**src/rtl/tgc_pkg.sv**
```systemverilog
`timescale 1ns / 1ps

package tgc_pkg;

  localparam int unsigned CoordW   = 8;
  localparam int unsigned TimeW    = 32;
  localparam int unsigned ThrW     = 8;
  localparam int unsigned LongW    = 16;
  localparam int unsigned EventW   = 4;
  localparam int unsigned QuadW    = 3;
  localparam int unsigned CfgIdxW  = 1;
  localparam int unsigned CfgDataW = 16;

  localparam logic [CoordW-1:0] ScreenSpan = 8'd240;
  localparam logic [CoordW-1:0] CentreLine = 8'd120;
  localparam logic [ThrW-1:0]   ThrReset   = 8'd50;
  localparam logic [LongW-1:0]  LongReset  = 16'd300;

  typedef enum logic [EventW-1:0] {
    EV_NONE        = 4'd0,
    EV_TOUCHED     = 4'd1,
    EV_HOLD        = 4'd2,
    EV_SWIPE_LEFT  = 4'd3,
    EV_SWIPE_RIGHT = 4'd4,
    EV_SWIPE_DOWN  = 4'd5,
    EV_SWIPE_UP    = 4'd6,
    EV_LONG_PRESS  = 4'd7,
    EV_CLICK       = 4'd8
  } event_e;

  typedef enum logic [QuadW-1:0] {
    QUAD_TL     = 3'd0,
    QUAD_TR     = 3'd1,
    QUAD_BL     = 3'd2,
    QUAD_BR     = 3'd3,
    QUAD_CENTRE = 3'd4
  } quadrant_e;

  typedef enum logic [CfgIdxW-1:0] {
    REG_SWIPE_THRESHOLD = 1'b0,
    REG_LONG_PRESS_MS   = 1'b1
  } cfg_reg_e;

  typedef struct packed {
    logic [ThrW-1:0]  swipe_threshold;
    logic [LongW-1:0] long_press_ms;
  } cfg_t;

  typedef struct packed {
    logic              contact;
    logic [CoordW-1:0] raw_x;
    logic [CoordW-1:0] raw_y;
    logic [TimeW-1:0]  now_ms;
  } sample_t;

  typedef struct packed {
    event_e            event_res;
    quadrant_e         quadrant;
    logic [CoordW-1:0] release_x;
    logic [CoordW-1:0] release_y;
  } result_t;

  function automatic quadrant_e quadrant_of(logic [CoordW-1:0] x, logic [CoordW-1:0] y);
    quadrant_e q;
    if (x < CentreLine && y < CentreLine) begin
      q = QUAD_TL;
    end else if (x > CentreLine && y < CentreLine) begin
      q = QUAD_TR;
    end else if (x < CentreLine && y > CentreLine) begin
      q = QUAD_BL;
    end else if (x > CentreLine && y > CentreLine) begin
      q = QUAD_BR;
    end else begin
      q = QUAD_CENTRE;
    end
    return q;
  endfunction

endpackage

```
**src/rtl/tgc_if.sv**
```systemverilog
`timescale 1ns / 1ps

interface tgc_in_if;
  logic                        valid;
  logic                        ready;
  logic                        contact;
  logic [tgc_pkg::CoordW-1:0]  raw_x;
  logic [tgc_pkg::CoordW-1:0]  raw_y;
  logic [tgc_pkg::TimeW-1:0]   now_ms;

  modport source (output valid, contact, raw_x, raw_y, now_ms, input ready);
  modport sink   (input valid, contact, raw_x, raw_y, now_ms, output ready);
endinterface

interface tgc_out_if;
  logic                        valid;
  logic                        ready;
  logic [tgc_pkg::EventW-1:0]  event_res;
  logic [tgc_pkg::QuadW-1:0]   quadrant;
  logic [tgc_pkg::CoordW-1:0]  release_x;
  logic [tgc_pkg::CoordW-1:0]  release_y;

  modport source (output valid, event_res, quadrant, release_x, release_y, input ready);
  modport sink   (input valid, event_res, quadrant, release_x, release_y, output ready);
endinterface

interface tgc_cfg_if;
  logic                         valid;
  logic                         ready;
  logic [tgc_pkg::CfgIdxW-1:0]  index;
  logic [tgc_pkg::CfgDataW-1:0] data;

  modport source (output valid, index, data, input ready);
  modport sink   (input valid, index, data, output ready);
endinterface

```
**src/rtl/tgc_cfg_regs.sv**
```systemverilog
`timescale 1ns / 1ps

module tgc_cfg_regs (
  input  logic           clk_i,
  input  logic           rst_ni,
  tgc_cfg_if.sink        cfg_i,
  output tgc_pkg::cfg_t  cfg_o
);

  tgc_pkg::cfg_t cfg_d, cfg_q;

  assign cfg_i.ready = 1'b1;

  always_comb begin
    cfg_d = cfg_q;
    if (cfg_i.valid) begin
      case (tgc_pkg::cfg_reg_e'(cfg_i.index))
        tgc_pkg::REG_SWIPE_THRESHOLD: begin
          cfg_d.swipe_threshold = cfg_i.data[tgc_pkg::ThrW-1:0];
        end
        tgc_pkg::REG_LONG_PRESS_MS: begin
          cfg_d.long_press_ms = cfg_i.data[tgc_pkg::LongW-1:0];
        end
        default: begin
          cfg_d = cfg_q;
        end
      endcase
    end
  end

  always_ff @(posedge clk_i or negedge rst_ni) begin
    if (!rst_ni) begin
      cfg_q.swipe_threshold <= tgc_pkg::ThrReset;
      cfg_q.long_press_ms   <= tgc_pkg::LongReset;
    end else begin
      cfg_q <= cfg_d;
    end
  end

  assign cfg_o = cfg_q;

endmodule

```
**src/rtl/tgc_core.sv**
```systemverilog
`timescale 1ns / 1ps

module tgc_core (
  input  logic              clk_i,
  input  logic              rst_ni,
  input  tgc_pkg::sample_t  sample_i,
  input  logic              load_i,
  input  tgc_pkg::cfg_t     cfg_i,
  output tgc_pkg::result_t  result_o
);

  logic                        touching_q, touching_d;
  logic [tgc_pkg::TimeW-1:0]   press_time_q, press_time_d;
  logic [tgc_pkg::CoordW-1:0]  start_x_q, start_x_d;
  logic [tgc_pkg::CoordW-1:0]  start_y_q, start_y_d;
  logic [tgc_pkg::CoordW-1:0]  last_x_q, last_x_d;
  logic [tgc_pkg::CoordW-1:0]  last_y_q, last_y_d;

  logic [tgc_pkg::CoordW-1:0]  x;
  logic signed [tgc_pkg::CoordW+1:0] dx, dy, thr;
  logic [tgc_pkg::TimeW-1:0]   held;
  logic                        long_held;
  tgc_pkg::event_e             release_ev, ev;

  // A raw x beyond the panel span mirrors to the left edge.
  assign x = (sample_i.raw_x > tgc_pkg::ScreenSpan) ? '0
                                                    : tgc_pkg::ScreenSpan - sample_i.raw_x;

  assign dx   = $signed({2'b00, x}) - $signed({2'b00, start_x_q});
  assign dy   = $signed({2'b00, sample_i.raw_y}) - $signed({2'b00, start_y_q});
  assign thr  = $signed({2'b00, cfg_i.swipe_threshold});
  assign held = sample_i.now_ms - press_time_q;
  assign long_held = held > {{(tgc_pkg::TimeW-tgc_pkg::LongW){1'b0}}, cfg_i.long_press_ms};

  always_comb begin
    if (dx > thr) begin
      release_ev = tgc_pkg::EV_SWIPE_LEFT;
    end else if (dx < -thr) begin
      release_ev = tgc_pkg::EV_SWIPE_RIGHT;
    end else if (dy > thr) begin
      release_ev = tgc_pkg::EV_SWIPE_DOWN;
    end else if (dy < -thr) begin
      release_ev = tgc_pkg::EV_SWIPE_UP;
    end else if (long_held) begin
      release_ev = tgc_pkg::EV_LONG_PRESS;
    end else begin
      release_ev = tgc_pkg::EV_CLICK;
    end
  end

  always_comb begin
    touching_d   = touching_q;
    press_time_d = press_time_q;
    start_x_d    = start_x_q;
    start_y_d    = start_y_q;
    last_x_d     = last_x_q;
    last_y_d     = last_y_q;
    ev           = tgc_pkg::EV_NONE;
    if (sample_i.contact && !touching_q) begin
      touching_d   = 1'b1;
      press_time_d = sample_i.now_ms;
      start_x_d    = x;
      start_y_d    = sample_i.raw_y;
      ev           = tgc_pkg::EV_TOUCHED;
    end else if (sample_i.contact) begin
      ev = tgc_pkg::EV_HOLD;
    end else if (touching_q) begin
      touching_d = 1'b0;
      last_x_d   = x;
      last_y_d   = sample_i.raw_y;
      ev         = release_ev;
    end
  end

  always_ff @(posedge clk_i or negedge rst_ni) begin
    if (!rst_ni) begin
      touching_q   <= 1'b0;
      press_time_q <= '0;
      start_x_q    <= '0;
      start_y_q    <= '0;
      last_x_q     <= '0;
      last_y_q     <= '0;
    end else if (load_i) begin
      touching_q   <= touching_d;
      press_time_q <= press_time_d;
      start_x_q    <= start_x_d;
      start_y_q    <= start_y_d;
      last_x_q     <= last_x_d;
      last_y_q     <= last_y_d;
    end
  end

  assign result_o.event_res = ev;
  assign result_o.quadrant  = tgc_pkg::quadrant_of(last_x_d, last_y_d);
  assign result_o.release_x = last_x_d;
  assign result_o.release_y = last_y_d;

endmodule

```
**src/rtl/touch_gesture_classifier.sv**
```systemverilog
`timescale 1ns / 1ps

// Touch gesture classifier. Each transfer on in_i carries one controller
// sample (contact flag, raw coordinates, millisecond timestamp); each sample
// yields exactly one transfer on out_o with the gesture event, the quadrant of
// the last release point and that point itself.
// A sample is held in an input register and classified once the output
// register is empty or its result is being transferred, when the result,
// together with the updated touch state, is written to the output register.
// One sample can be taken in every cycle while the receiver keeps
// out_o.ready high.
// The input register accepts a new sample while the output register still
// waits for its transfer, as long as the input register is empty; when
// the receiver holds out_o.ready low, the result stays, the input register
// fills and in_i.ready then drops until the output drains.
// cfg_i writes the swipe threshold (index 0) and the long-press limit
// (index 1); it is always ready and should only be used while the block is
// idle. Reset clears both pipeline stages and the touch state and restores
// the threshold to 50 pixels and the limit to 300 ms.
module touch_gesture_classifier (
  input  logic       clk_i,
  input  logic       rst_ni,
  tgc_in_if.sink     in_i,
  tgc_out_if.source  out_o,
  tgc_cfg_if.sink    cfg_i
);

  tgc_pkg::cfg_t     cfg;
  tgc_pkg::sample_t  s1_q, s1_d;
  logic              s1_valid_q;
  tgc_pkg::result_t  result, out_q;
  logic              out_valid_q;
  logic              out_load;
  logic              in_load;

  assign out_load = s1_valid_q && (!out_valid_q || out_o.ready);
  assign in_i.ready = !s1_valid_q || out_load;
  assign in_load    = in_i.valid && in_i.ready;

  assign s1_d.contact = in_i.contact;
  assign s1_d.raw_x   = in_i.raw_x;
  assign s1_d.raw_y   = in_i.raw_y;
  assign s1_d.now_ms  = in_i.now_ms;

  tgc_cfg_regs u_cfg_regs (
    .clk_i  (clk_i),
    .rst_ni (rst_ni),
    .cfg_i  (cfg_i),
    .cfg_o  (cfg)
  );

  tgc_core u_core (
    .clk_i    (clk_i),
    .rst_ni   (rst_ni),
    .sample_i (s1_q),
    .load_i   (out_load),
    .cfg_i    (cfg),
    .result_o (result)
  );

  always_ff @(posedge clk_i or negedge rst_ni) begin
    if (!rst_ni) begin
      s1_valid_q  <= 1'b0;
      out_valid_q <= 1'b0;
    end else begin
      if (in_i.ready) begin
        s1_valid_q <= in_i.valid;
      end
      if (out_load) begin
        out_valid_q <= 1'b1;
      end else if (out_o.ready) begin
        out_valid_q <= 1'b0;
      end
    end
  end

  always_ff @(posedge clk_i) begin
    if (in_load) begin
      s1_q <= s1_d;
    end
    if (out_load) begin
      out_q <= result;
    end
  end

  assign out_o.valid     = out_valid_q;
  assign out_o.event_res = out_q.event_res;
  assign out_o.quadrant  = out_q.quadrant;
  assign out_o.release_x = out_q.release_x;
  assign out_o.release_y = out_q.release_y;

endmodule

```
**src/flat_wrapper.sv**
```systemverilog
// flat-port wrapper written by rule: the top's interface ports become plain ports
module touch_gesture_classifier_flat 
  (clk_i, rst_ni, in_i_valid, in_i_contact, in_i_raw_x, in_i_raw_y, in_i_now_ms, in_i_ready, out_o_valid, out_o_event_res, out_o_quadrant, out_o_release_x, out_o_release_y, out_o_ready, cfg_i_valid, cfg_i_index, cfg_i_data, cfg_i_ready);
  tgc_in_if in_i_i ();
  tgc_out_if out_o_i ();
  tgc_cfg_if cfg_i_i ();
  input  logic clk_i;
  input  logic rst_ni;
  input wire logic [$bits(in_i_i.valid)-1:0] in_i_valid;
  input wire logic [$bits(in_i_i.contact)-1:0] in_i_contact;
  input wire logic [$bits(in_i_i.raw_x)-1:0] in_i_raw_x;
  input wire logic [$bits(in_i_i.raw_y)-1:0] in_i_raw_y;
  input wire logic [$bits(in_i_i.now_ms)-1:0] in_i_now_ms;
  output wire logic [$bits(in_i_i.ready)-1:0] in_i_ready;
  output wire logic [$bits(out_o_i.valid)-1:0] out_o_valid;
  output wire logic [$bits(out_o_i.event_res)-1:0] out_o_event_res;
  output wire logic [$bits(out_o_i.quadrant)-1:0] out_o_quadrant;
  output wire logic [$bits(out_o_i.release_x)-1:0] out_o_release_x;
  output wire logic [$bits(out_o_i.release_y)-1:0] out_o_release_y;
  input wire logic [$bits(out_o_i.ready)-1:0] out_o_ready;
  input wire logic [$bits(cfg_i_i.valid)-1:0] cfg_i_valid;
  input wire logic [$bits(cfg_i_i.index)-1:0] cfg_i_index;
  input wire logic [$bits(cfg_i_i.data)-1:0] cfg_i_data;
  output wire logic [$bits(cfg_i_i.ready)-1:0] cfg_i_ready;
  assign in_i_i.valid = in_i_valid;
  assign in_i_i.contact = in_i_contact;
  assign in_i_i.raw_x = in_i_raw_x;
  assign in_i_i.raw_y = in_i_raw_y;
  assign in_i_i.now_ms = in_i_now_ms;
  assign in_i_ready = in_i_i.ready;
  assign out_o_valid = out_o_i.valid;
  assign out_o_event_res = out_o_i.event_res;
  assign out_o_quadrant = out_o_i.quadrant;
  assign out_o_release_x = out_o_i.release_x;
  assign out_o_release_y = out_o_i.release_y;
  assign out_o_i.ready = out_o_ready;
  assign cfg_i_i.valid = cfg_i_valid;
  assign cfg_i_i.index = cfg_i_index;
  assign cfg_i_i.data = cfg_i_data;
  assign cfg_i_ready = cfg_i_i.ready;
  touch_gesture_classifier u_core (.clk_i(clk_i), .rst_ni(rst_ni), .in_i(in_i_i), .out_o(out_o_i), .cfg_i(cfg_i_i));
endmodule
```
**config.mk**
```make
export PLATFORM = sky130hd
export DESIGN_NAME = touch_gesture_classifier_flat
export DESIGN_NICKNAME = d
export VERILOG_FILES = /design/src/rtl/tgc_pkg.sv /design/src/rtl/tgc_if.sv /design/src/rtl/tgc_cfg_regs.sv /design/src/rtl/tgc_core.sv /design/src/rtl/touch_gesture_classifier.sv /design/src/flat_wrapper.sv
export SDC_FILE = /design/constraint.sdc
export NUM_CORES = 1
export LEC_CHECK = 0
export ABC_CLOCK_PERIOD_IN_PS = 9100
export BUFFER_PORTS_ARGS = -buffer_cell sky130_fd_sc_hd__buf_2
export CAP_MARGIN = 40
export CORE_ASPECT_RATIO = 0.5
export CORE_MARGIN = 8
export CORE_UTILIZATION = 40
export DETAILED_ROUTE_END_ITERATION = 10
export GPL_ROUTABILITY_DRIVEN = 0
export PLACE_DENSITY = 0.66
export SLEW_MARGIN = 20
export SYNTH_ARGS = -nofsm -noshare
export SYNTH_HDL_FRONTEND = slang
export SYNTH_SLANG_ARGS = --single-unit
```
**constraint.sdc**
```tcl
create_clock -name clk_i -period 9.1 [get_ports clk_i]
set_clock_uncertainty 0.1 [all_clocks]
set_input_delay 2.73 -clock clk_i [delete_from_list [all_inputs] [get_ports clk_i]]
set_output_delay 2.73 -clock clk_i [all_outputs]
set_load 0.01 [all_outputs]
```
==> results.py, run 1 <==
metrics = {
    "cells_and_area": {
        "drive_gt1_frac": 0.202,
        "area_growth_pct": 13.8,
        "nets": 1274,
        "final_common_cell": "inv_1",
        "stdcell_count": 1458,
        "most-common-layout-cells": "107 x inv_1, 99 x ha_1, 94 x buf_2",
        "multiInputGateArea_sq_um": 5280,
        "fillCellCount": 2339,
        "regArea_sq_um": 4450,
        "antennaDiodeCount": 0,
    },
    "setup_path": {
        "setup.worst_path.class": "input port to primary output",
        "crit_start": "out_o_ready",
        "r2r_slack_ns": 4.14,
        "crit_required_ns": 6.27,
        "cp.arrival_ns": 3.17,
        "critPathTopFamily": "buffers and inverters",
        "crit_top_cell": "buf_2",
        "crit_path_max_fanout": 3,
        "crit_cells": 3,
        "reg2reg_depth": 22,
        "cpPeakStageDelay_ns": 0.18,
        "start_kind": "input port",
        "path_buf_inv": 2,
        "r2r-start": "u_core.s1_q[40]$_DFFE_PP_",
        "setup.worst_path.end_class": "primary output",
        "crit_slowest_cell": "nand3b_1",
        "path_cells": "buf_2 -> nand3b_1 -> buf_2",
        "r2r-end": "u_core.out_o.event_res[2]$_SDFFCE_PP0P_",
    },
    "clock_network": {
        "insertion_delay_ns": 0.44,
        "h-tree-depth": 4,
        "clk_pin_slew_worst_paths_ns": 0.06,
        "post-cts-setup-buffers": 0,
        "root_buffer": "clkbuf_16",
        "clock_path_buffers": 2,
        "cts_tree": "built",
        "clock-sinks": 163,
        "ctsResizeCount": 0,
        "cts_hold_buf": 0,
        "numCtsBuffers": 17,
    },
    "worst_hold_path": {
        "whs_path_depth": 2,
        "whs_endpoint": "u_core.u_core.last_y_q[4]$_DFFE_PN0P_",
        "hp-class": "register to register",
        "min-delay-start": "u_core.u_core.last_y_q[4]$_DFFE_PN0P_",
    },
    "sta": {
        "tightest_slew_ns": 0.708,
        "max_freq_mhz": 167,
        "period_share": 0.659,
        "fin_setup_tns_ns": 0,
        "hold_viol": 0,
        "worst_hold_slack_ns": 0.386,
        "period_needed_ns": 6.00,
        "worst_slew_margin_rel": 0.528,
        "worst_slack_ns": 3.10,
        "slew_viol_final": 0,
        "setup_violations": 0,
        "grt_setup_unrepaired": "no",
    },
    "place": {
        "dp_hpwl_mm": 18.0,
        "io_buffers": 95,
        "dp_cells": 1424,
        "pre_cts_ws_ns": 3.10,
    },
    "routing": {
        "post-route-drc-count": 0,
        "ant_nets": 0,
        "totalWireLength_mm": 23.4,
        "viasPerCell": 5.35,
        "firstDrtPassIters": 5,
        "avgRoutedWirePerCell_um": 16.1,
        "vias": 7796,
        "drtIter0Drc": 480,
    },
    "pwr": {
        "leakage_nw": 5.19,
        "power.density_nw_per_um2": 286,
        "irDropWorstVdd_mv": 0.143,
    },
    "grt": {
        "antenna_found_initial": 0,
        "grt_max_degree": 50,
        "globalRouteTotalUtil": 0.151,
        "grt_pass1_vias": 8067,
        "grt_pass1_wl_mm": 38.5,
        "overflow": 0,
    },
    "yosys": {
        "synth_ff_type": "dfrtp_1",
        "synthDistinctLibCells": 79,
        "yosys.area_share.simple": 0.123,
        "synth-seq-cells": 163,
        "synth-compound-area-share": 0.152,
        "synth_top_family_by_area": "compound AO/OA/AOI/OAI gates",
        "postSynthCellCount": 1006,
        "yosys_warnings": 0,
        "syn_area_sq_um": 10300,
        "syn_nets": 1179,
        "synth_edf_count": 72,
        "synth_adder_area_share": 0.127,
        "synth_xor_area_frac": 0.0359,
        "avgSynthCellArea_sq_um": 10.2,
        "ys_seq_area_frac": 0.434,
        "synth_mux_area_frac": 0.0770,
        "async_reset_ff_frac": 0.558,
    },
    "run": {
        "drv_cap": 0,
    },
    "floorplan": {
        "dieArea_sq_um": 31300,
        "fp.dieH_um": 129,
        "core_area_sq_um": 25200,
        "io_pins": 97,
        "dieWidth_um": 242,
        "num_rows": 41,
        "start_util": 0.407,
    },
    "run_status": {
        "outcome": "completed",
    },
}
## flip-flops by register name, indices dropped and copies added, names as in the netlist
register	flops
u_core.u_core.touching_q	1
u_core.u_core.press_time_q	32
u_core.out_o.event_res	4
u_core.out_o.valid	1
u_core.u_core.last_y_q	8
u_core.u_core.start_y_q	8
u_core.out_o.quadrant	3
u_core.u_core.start_x_q	8
u_core.s1_valid_q	1
u_core.s1_q	49
u_core.out_o.release_x	8
u_core.out_o.release_y	8
u_core.u_cfg_regs.cfg_o	24
u_core.u_core.last_x_q	8
## per-stage QoR
stage | utilization | power, mW | instance area, sq um
after floorplan | - | 2.24 | 10300
after global placement | 0.440 | 2.56 | 11100
after detailed placement | 0.441 | 2.64 | 11100
after CTS | 0.463 | 3.35 | 11700
after global routing | 0.463 | 3.60 | 11700
final | 0.463 | 3.33 | 11700
## worst reg2reg max path, delay by kind of cell, from the launching register on
family                   cells  cell delay, ns
AND/OR/NAND/NOR              8            1.39
buffers and inverters        2            0.11
AO/OA/AOI/OAI                8            1.74
flip-flops                   1            0.40
adder cells (fa/ha/maj)      4            0.96
## routing by layer
metal / track usage / share of wire / wire length, um / vias up
met2: 0.269 / 0.50 / 11600 / 180
met5: 0 / 0 / 0 / -
li1: - / - / - / 3800
met4: 0.0533 / 0.019 / 453 / 0
met3: 0.0421 / 0.049 / 1160 / 40
met1: 0.175 / 0.44 / 10200 / 3776
## area by class of cell
| class | instances | area share |
|---|---|---|
| Tap cell | 344 | 0.0369 |
| Inverter | 107 | 0.0344 |
| Clock inverter | 13 | 0.00933 |
| Clock buffer | 19 | 0.0380 |
| Multi-Input combinational cell | 710 | 0.453 |
| Timing Repair Buffer | 102 | 0.0475 |
| Sequential cell | 163 | 0.381 |
## synth_stat cells, drive strengths merged (4+ instances only)
cell type | count | share of area
xor2 | 14 | 0.012
or3 | 6 | 0.0038
o211ai | 14 | 0.010
nand3 | 15 | 0.0073
a2111oi | 6 | 0.0082
o21a | 18 | 0.013
dfrtp | 84 | 0.21
nor2b | 9 | 0.0055
xnor2 | 28 | 0.024
nor4 | 6 | 0.0051
and2 | 6 | 0.0037
a21o | 13 | 0.0098
nand2 | 86 | 0.031
dfstp | 7 | 0.018
o21bai | 5 | 0.0037
nand2b | 17 | 0.010
clkbuf | 20 | 0.0093
mux2 | 63 | 0.069
buf | 6 | 0.0029
or4 | 4 | 0.0029
a21oi | 70 | 0.035
edfxtp | 72 | 0.21
mux2i | 8 | 0.0078
nor3 | 12 | 0.0059
and3 | 7 | 0.0045
nand4 | 17 | 0.011
a211oi | 10 | 0.0078
ha | 99 | 0.12
nor2 | 52 | 0.019
inv | 107 | 0.039
o21ai | 76 | 0.037
## how the worst max path moves through the flow
| stage | to | slack [ns] |
|---|---|---|
| 3_3_place_gp | in_i_ready | 3.12 |
| 6_report | in_i_ready | 3.10 |
| 4_1_cts | in_i_ready | 3.10 |
| 3_5_place_dp | in_i_ready | 3.10 |
| 2_1_floorplan | in_i_ready | 3.33 |
| 5_1_grt | in_i_ready | 3.06 |
## power breakdown
part | internal (mW) | switching [mW]
clock network | 0.382 | 0.302
logic | 0.683 | 0.946
registers | 0.943 | 0.0768
## cell families after synthesis
logic type               after synthesis
flip-flops                           163
AO/OA/AOI/OAI                        243
buffers and inverters                133
multiplexers                          71
other                                  1
XOR/XNOR                              42
adder cells (fa/ha/maj)              102
AND/OR/NAND/NOR                      251
Note: power is estimated with default switching activity, not from simulation.
==> run 2, diff against run 1 <==
--- a/config.mk
+++ b/config.mk
@@ -5,7 +5,8 @@
 export SDC_FILE = /design/constraint.sdc
 export NUM_CORES = 1
 export LEC_CHECK = 0
-export ABC_CLOCK_PERIOD_IN_PS = 9100
+export ABC_AREA = 1
+export ABC_CLOCK_PERIOD_IN_PS = 6100
 export BUFFER_PORTS_ARGS = -buffer_cell sky130_fd_sc_hd__buf_2
 export CAP_MARGIN = 40
 export CORE_ASPECT_RATIO = 0.5
@@ -13,7 +14,7 @@
 export CORE_UTILIZATION = 40
 export DETAILED_ROUTE_END_ITERATION = 10
 export GPL_ROUTABILITY_DRIVEN = 0
-export PLACE_DENSITY = 0.66
+export PLACE_DENSITY = 0.65
 export SLEW_MARGIN = 20
 export SYNTH_ARGS = -nofsm -noshare
 export SYNTH_HDL_FRONTEND = slang
==> constraint.sdc (replaced) <==
create_clock -name clk_i -period 6.1 [get_ports clk_i]
set_clock_uncertainty 0.1 [all_clocks]
set_input_delay 1.83 -clock clk_i [delete_from_list [all_inputs] [get_ports clk_i]]
set_output_delay 1.83 -clock clk_i [all_outputs]
set_load 0.01 [all_outputs]
==> results.py, run 2 <==
metrics = {
    "floorplan": {
        "start_util": 0.404,
        "core_area_sq_um": 26300,
        "io_pins": 97,
        "dieArea_sq_um": 32400,
        "dieWidth_um": 247,
        "fp.dieH_um": 131,
        "num_rows": 42,
    },
    "cells_and_area": {
        "most-common-layout-cells": "422 x nand2_1, 269 x inv_1, 101 x o21ai_0",
        "final_common_cell": "nand2_1",
        "largest_reg_flops": 49,
        "largest-register": "u_core.s1_q",
        "nets": 1653,
        "area_growth_pct": 14.5,
        "drive_gt1_frac": 0.117,
        "antennaDiodeCount": 0,
        "final_core_util": 0.463,
    },
    "yosys": {
        "synth_ff_type": "dfrtp_1",
        "synth_edf_count": 72,
        "synthDistinctLibCells": 44,
        "syn_nets": 1552,
        "syn_area_sq_um": 10600,
        "synth_top_cell_by_area": "edfxtp_1",
        "synth-seq-cells": 163,
        "async_reset_ff_frac": 0.558,
        "synth_top_area_frac": 0.203,
        "yosysMostFrequentCell": "nand2_1",
        "yosys_warnings": 0,
        "avgSynthCellArea_sq_um": 7.72,
        "yosys-top-cells-area": "edfxtp_1 20%, dfrtp_1 20%, nand2_1 15%",
        "synth_commonest_cells": "422 x nand2_1, 270 x inv_1, 101 x o21ai_0",
        "postSynthCellCount": 1379,
        "ys_seq_area_frac": 0.418,
    },
    "clock_network": {
        "root_buffer": "clkbuf_16",
        "clk_pin_slew_worst_paths_ns": 0.07,
        "cts_hold_buf": 0,
        "clock-sinks": 163,
        "ctsResizeCount": 0,
        "post-cts-setup-buffers": 0,
        "insertion_delay_ns": 0.44,
        "numCtsBuffers": 17,
        "cts_tree": "built",
        "clock_path_buffers": 2,
        "h-tree-depth": 4,
    },
    "sta": {
        "fin_setup_tns_ns": 0,
        "period_share": 0.704,
        "setup_violations": 0,
        "worst_hold_slack_ns": 0.384,
        "max_freq_mhz": 233,
        "worst_slew_margin_rel": 0.568,
        "slew_viol_final": 0,
        "period_needed_ns": 4.30,
        "hold_viol": 0,
        "grt_setup_unrepaired": "no",
        "tightest_slew_ns": 0.648,
    },
    "routing": {
        "drtIter0Drc": 598,
        "post-route-drc-count": 0,
        "firstDrtPassIters": 5,
        "totalWireLength_mm": 23.5,
        "ant_nets": 0,
        "avgRoutedWirePerCell_um": 12.7,
        "vias": 8511,
        "viasPerCell": 4.61,
    },
    "place": {
        "io_buffers": 95,
        "dp_hpwl_mm": 18.6,
    },
    "setup_path": {
        "path_buf_inv": 4,
        "setup.worst_path.end_class": "register",
        "setup.worst_path.class": "register to register",
        "critPathTopFamily": "compound AO/OA/AOI/OAI gates",
        "crit_slowest_cell": "edfxtp_1",
        "crit_required_ns": 6.20,
        "crit_top_cell": "nand2_1",
        "start_kind": "register",
        "crit_path_max_fanout": 7,
        "cpPeakStageDelay_ns": 0.38,
        "cp.arrival_ns": 4.40,
    },
    "worst_hold_path": {
        "hp-class": "register to register",
    },
    "run": {
        "drv_cap": 0,
    },
    "grt": {
        "antenna_found_initial": 0,
        "grt_pass1_vias": 8180,
        "grt_max_degree": 78,
        "grt_pass1_wl_mm": 39.6,
        "overflow": 0,
        "globalRouteTotalUtil": 0.150,
    },
    "run_status": {
        "outcome": "completed",
    },
    "pwr": {
        "power.density_nw_per_um2": 486,
        "irDropWorstVdd_mv": 0.258,
        "leakage_nw": 6.40,
    },
}
run 2: changes by cell type after synthesis, moves of 9 or more:
cell	previous run	this run
nand3_1	15	41
xor2_1	14	27
o211ai_1	14	3
nor2_1	51	71
nand2b_1	17	0
nor2b_1	9	0
o21ai_0	70	101
xnor2_1	28	7
inv_1	107	270
nand2_1	86	422
o21a_1	18	3
mux2_2	63	0
run 2: cell families after synthesis:
logic type,share of synthesized area
buffers and inverters,0.106
and+or+nand+nor,0.235
xor gates and xnor gates,0.0280
DFF,0.418
AOI/OAI and AO/OA,0.0918
other,0.000352
adders and majority gates,0.122
run 2: final timing paths:
kind,from,endpoint,slack [ns],depth (start not counted)
setup / recovery,u_core.s1_q[40]$_DFFE_PP_,u_core.out_o.event_res[1]$_SDFFCE_PP0P_,1.80,28
hold / removal,u_core.u_core.last_x_q[6]$_DFFE_PN0P_,u_core.u_core.last_x_q[6]$_DFFE_PN0P_,0.38,2
setup reg to reg,u_core.s1_q[40]$_DFFE_PP_,u_core.out_o.event_res[1]$_SDFFCE_PP0P_,1.80,28
hold reg to reg,u_core.u_core.last_x_q[6]$_DFFE_PN0P_,u_core.u_core.last_x_q[6]$_DFFE_PN0P_,0.38,2
max in group asynchronous,rst_ni,u_core.u_cfg_regs.cfg_o[17]$_DFFE_PN1P_,3.75,3
min in group asynchronous,rst_ni,u_core.u_core.press_time_q[7]$_DFFE_PN0P_,1.18,1
run 2: area by class of cell:
type,count,area (sq um)
clock buffer,25,551
timing repair buffer,103,562
fill,2647,14100
clock inverter,7,81.3
inverter,273,1020
sequential,163,4450
tap,352,440
multi-input combinational,922,5080
run 2: stage by stage:
step	std cells	power, mW	area [sq um]	worst slack (ns)
after detailed placement	1813	4.80	11600	1.82
after floorplan	1379	4.05	10600	2.16
after CTS	1845	5.98	12200	1.81
final	1845	5.92	12200	1.80
after global routing	1845	6.58	12200	1.28
after global placement	1811	4.76	11500	1.94
run 2: worst reg2reg max path, delay by kind of cell, from the launching register on:
kind	cells	cell delay (ns)
adders and majority gates	3	0.77
xor gates and xnor gates	1	0.18
buffers and inverters	4	0.25
AOI/OAI and AO/OA	10	1.45
and+or+nand+nor	10	0.95
DFF	1	0.38
run 2: per-layer routing:
metal	wire length, um	GRT usage	vias to the layer above
li1	-	-	4538
met1	11400	0.195	3842
met2	10800	0.243	113
met3	1060	0.0405	18
met4	278	0.0384	0
met5	0	0	-
run 2: power by group:
group | switching (mW) | leakage (nW) | internal [mW]
Combinational | 2.01 | 4.29 | 1.18
Sequential | 0.118 | 1.81 | 1.48
Clock | 0.456 | 0.305 | 0.676
Total | 2.58 | 6.40 | 3.34
==> run 3, diff against run 2 <==
--- a/config.mk
+++ b/config.mk
@@ -6,7 +6,7 @@
 export NUM_CORES = 1
 export LEC_CHECK = 0
 export ABC_AREA = 1
-export ABC_CLOCK_PERIOD_IN_PS = 6100
+export ABC_CLOCK_PERIOD_IN_PS = 3650
 export BUFFER_PORTS_ARGS = -buffer_cell sky130_fd_sc_hd__buf_2
 export CAP_MARGIN = 40
 export CORE_ASPECT_RATIO = 0.5
@@ -14,7 +14,7 @@
 export CORE_UTILIZATION = 40
 export DETAILED_ROUTE_END_ITERATION = 10
 export GPL_ROUTABILITY_DRIVEN = 0
-export PLACE_DENSITY = 0.65
+export PLACE_DENSITY = 0.68
 export SLEW_MARGIN = 20
 export SYNTH_ARGS = -nofsm -noshare
 export SYNTH_HDL_FRONTEND = slang
==> constraint.sdc (replaced) <==
create_clock -name clk_i -period 3.65 [get_ports clk_i]
set_clock_uncertainty 0.1 [all_clocks]
set_input_delay 1.095 -clock clk_i [delete_from_list [all_inputs] [get_ports clk_i]]
set_output_delay 1.095 -clock clk_i [all_outputs]
set_load 0.01 [all_outputs]
==> results.py, run 3 (synthesis gave the netlist of run 2 again) <==
metrics = {
    "run_status": {
        "outcome": "finished with violations",
        "violations": "setup timing",
    },
    "setup_path": {
        "cpPeakStageDelay_ns": 0.37,
        "setup.worst_path.end_class": "register",
        "setup.worst_path.class": "register to register",
        "path_buf_inv": 8,
        "crit_slowest_cell": "edfxtp_1",
        "critPathTopFamily": "simple AND/OR/NAND/NOR gates",
        "cp.arrival_ns": 4.07,
        "crit_required_ns": 3.84,
        "crit_path_max_fanout": 4,
        "start_kind": "register",
    },
    "grt": {
        "overflow": 0,
        "grt_pass1_vias": 8734,
        "globalRouteTotalUtil": 0.154,
        "grt_max_degree": 92,
        "grt_pass1_wl_mm": 41.2,
        "antenna_found_initial": 0,
    },
    "sta": {
        "period_needed_ns": 3.88,
        "tightest_slew_ns": 0.670,
        "grt_setup_unrepaired": "yes",
        "period_share": 1.06,
        "max_freq_mhz": 258,
        "worst_slack_ns": -0.227,
        "slew_viol_final": 0,
        "setup_violations": 4,
        "worst_slew_margin_rel": 0.553,
        "hold_viol": 0,
    },
    "cells_and_area": {
        "final_common_cell": "nand2_1",
        "area_growth_pct": 19.5,
        "finalInstanceArea_sq_um": 12700,
        "multiInputGateArea_sq_um": 5280,
        "largest_reg_flops": 49,
        "most-common-layout-cells": "413 x nand2_1, 261 x inv_1, 98 x o21ai_0",
        "fillCellCount": 2526,
        "antennaDiodeCount": 0,
        "largest-register": "u_core.s1_q",
        "drive_gt1_frac": 0.177,
        "regArea_sq_um": 4450,
        "nets": 1704,
    },
    "clock_network": {
        "clock-sinks": 163,
        "insertion_delay_ns": 0.44,
        "clk_pin_slew_worst_paths_ns": 0.07,
        "numCtsBuffers": 17,
        "cts_hold_buf": 0,
        "cts_tree": "built",
        "h-tree-depth": 4,
        "root_buffer": "clkbuf_16",
        "clock_path_buffers": 2,
    },
    "pwr": {
        "leakage_nw": 6.64,
        "power.density_nw_per_um2": 820,
        "power_mw": 10.4,
        "irDropWorstVdd_mv": 0.448,
    },
    "place": {
        "io_buffers": 95,
        "place_area_sq_um": 11900,
        "dp_hpwl_mm": 18.9,
    },
    "floorplan": {
        "fp.dieH_um": 131,
        "core_area_sq_um": 26300,
        "start_util": 0.404,
        "dieWidth_um": 247,
        "dieArea_sq_um": 32400,
        "io_pins": 97,
        "num_rows": 42,
    },
    "routing": {
        "totalWireLength_mm": 24.2,
        "avgRoutedWirePerCell_um": 12.8,
        "post-route-drc-count": 0,
        "vias": 8866,
        "drtIter0Drc": 543,
        "viasPerCell": 4.68,
        "firstDrtPassIters": 7,
        "ant_nets": 0,
    },
    "worst_hold_path": {
        "hp-class": "register to register",
    },
    "run": {
        "drv_cap": 0,
    },
}
==> run 3: area by class of cell <==
cell class,instances,area share
tap,352,0.0346
timing repair buffer,154,0.0752
clock buffer,19,0.0357
sequential,163,0.350
clock inverter,13,0.00954
inverter,273,0.0805
multi-input combinational,922,0.415
==> run 3: worst min-delay path: stages (launching register included) <==
cell	delay, ns
dfrtp_1	0.34
nand2_1	0.05
nand2_1	0.06
==> run 3: routing by layer <==
layer	track usage	part of all wire	routed length [um]	vias to the layer above
li1	-	-	-	4655
met2	0.262	0.48	11500	141
met1	0.196	0.47	11400	4033
met5	0	0	0	-
met4	0.0440	0.019	454	0
met3	0.0322	0.036	862	37
==> run 3: worst paths after layout <==
check                                                            from                                        end  slack (ns)  cells after the start
worst max-delay path                        u_core.s1_q[40]$_DFFE_PP_    u_core.out_o.event_res[3]$_SDFFCE_PP0P_       -0.23                     28
worst min-delay path            u_core.u_core.last_x_q[6]$_DFFE_PN0P_      u_core.u_core.last_x_q[6]$_DFFE_PN0P_        0.38                      2
worst max register to register              u_core.s1_q[40]$_DFFE_PP_    u_core.out_o.event_res[3]$_SDFFCE_PP0P_       -0.23                     28
worst min register to register  u_core.u_core.last_x_q[6]$_DFFE_PN0P_      u_core.u_core.last_x_q[6]$_DFFE_PN0P_        0.38                      2
max in group asynchronous                                      rst_ni      u_core.u_core.last_x_q[1]$_DFFE_PN0P_        2.45                      2
min in group asynchronous                                      rst_ni  u_core.u_core.press_time_q[6]$_DFFE_PN0P_        0.59                      2
==> run 3: report_power, final <==
part,switching [mW],total (mW),leakage [nW],internal [mW]
Clock,0.762,1.75,0.281,0.987
Sequential,0.200,2.68,1.81,2.48
Combinational,3.62,6.01,4.55,2.39
Total,4.58,10.4,6.64,5.86
==> run 3: timing repair <==
| item | 4_1_cts | 5_1_grt |
|---|---|---|
| pin swaps | 24 | 22 |
| gates resized for setup | 25 | 23 |
| endpoints found under the setup margin | 4 | 4 |
| buffers inserted | 8 | 4 |
==> run 3: stage by stage <==
stage	cells	setup slack (ns)	hold WS (ns)	util	TNS, ns
2_1_floorplan	1379	-0.0548	0.346	-	-0.0981
3_3_place_gp	1851	-0.0909	0.361	0.450	-0.304
3_5_place_dp	1851	-0.311	0.367	0.450	-1.05
4_1_cts	1891	-0.228	0.383	0.477	-0.766
5_1_grt	1896	-0.527	0.399	0.483	-1.99
6_report	1896	-0.227	0.378	0.483	-0.794
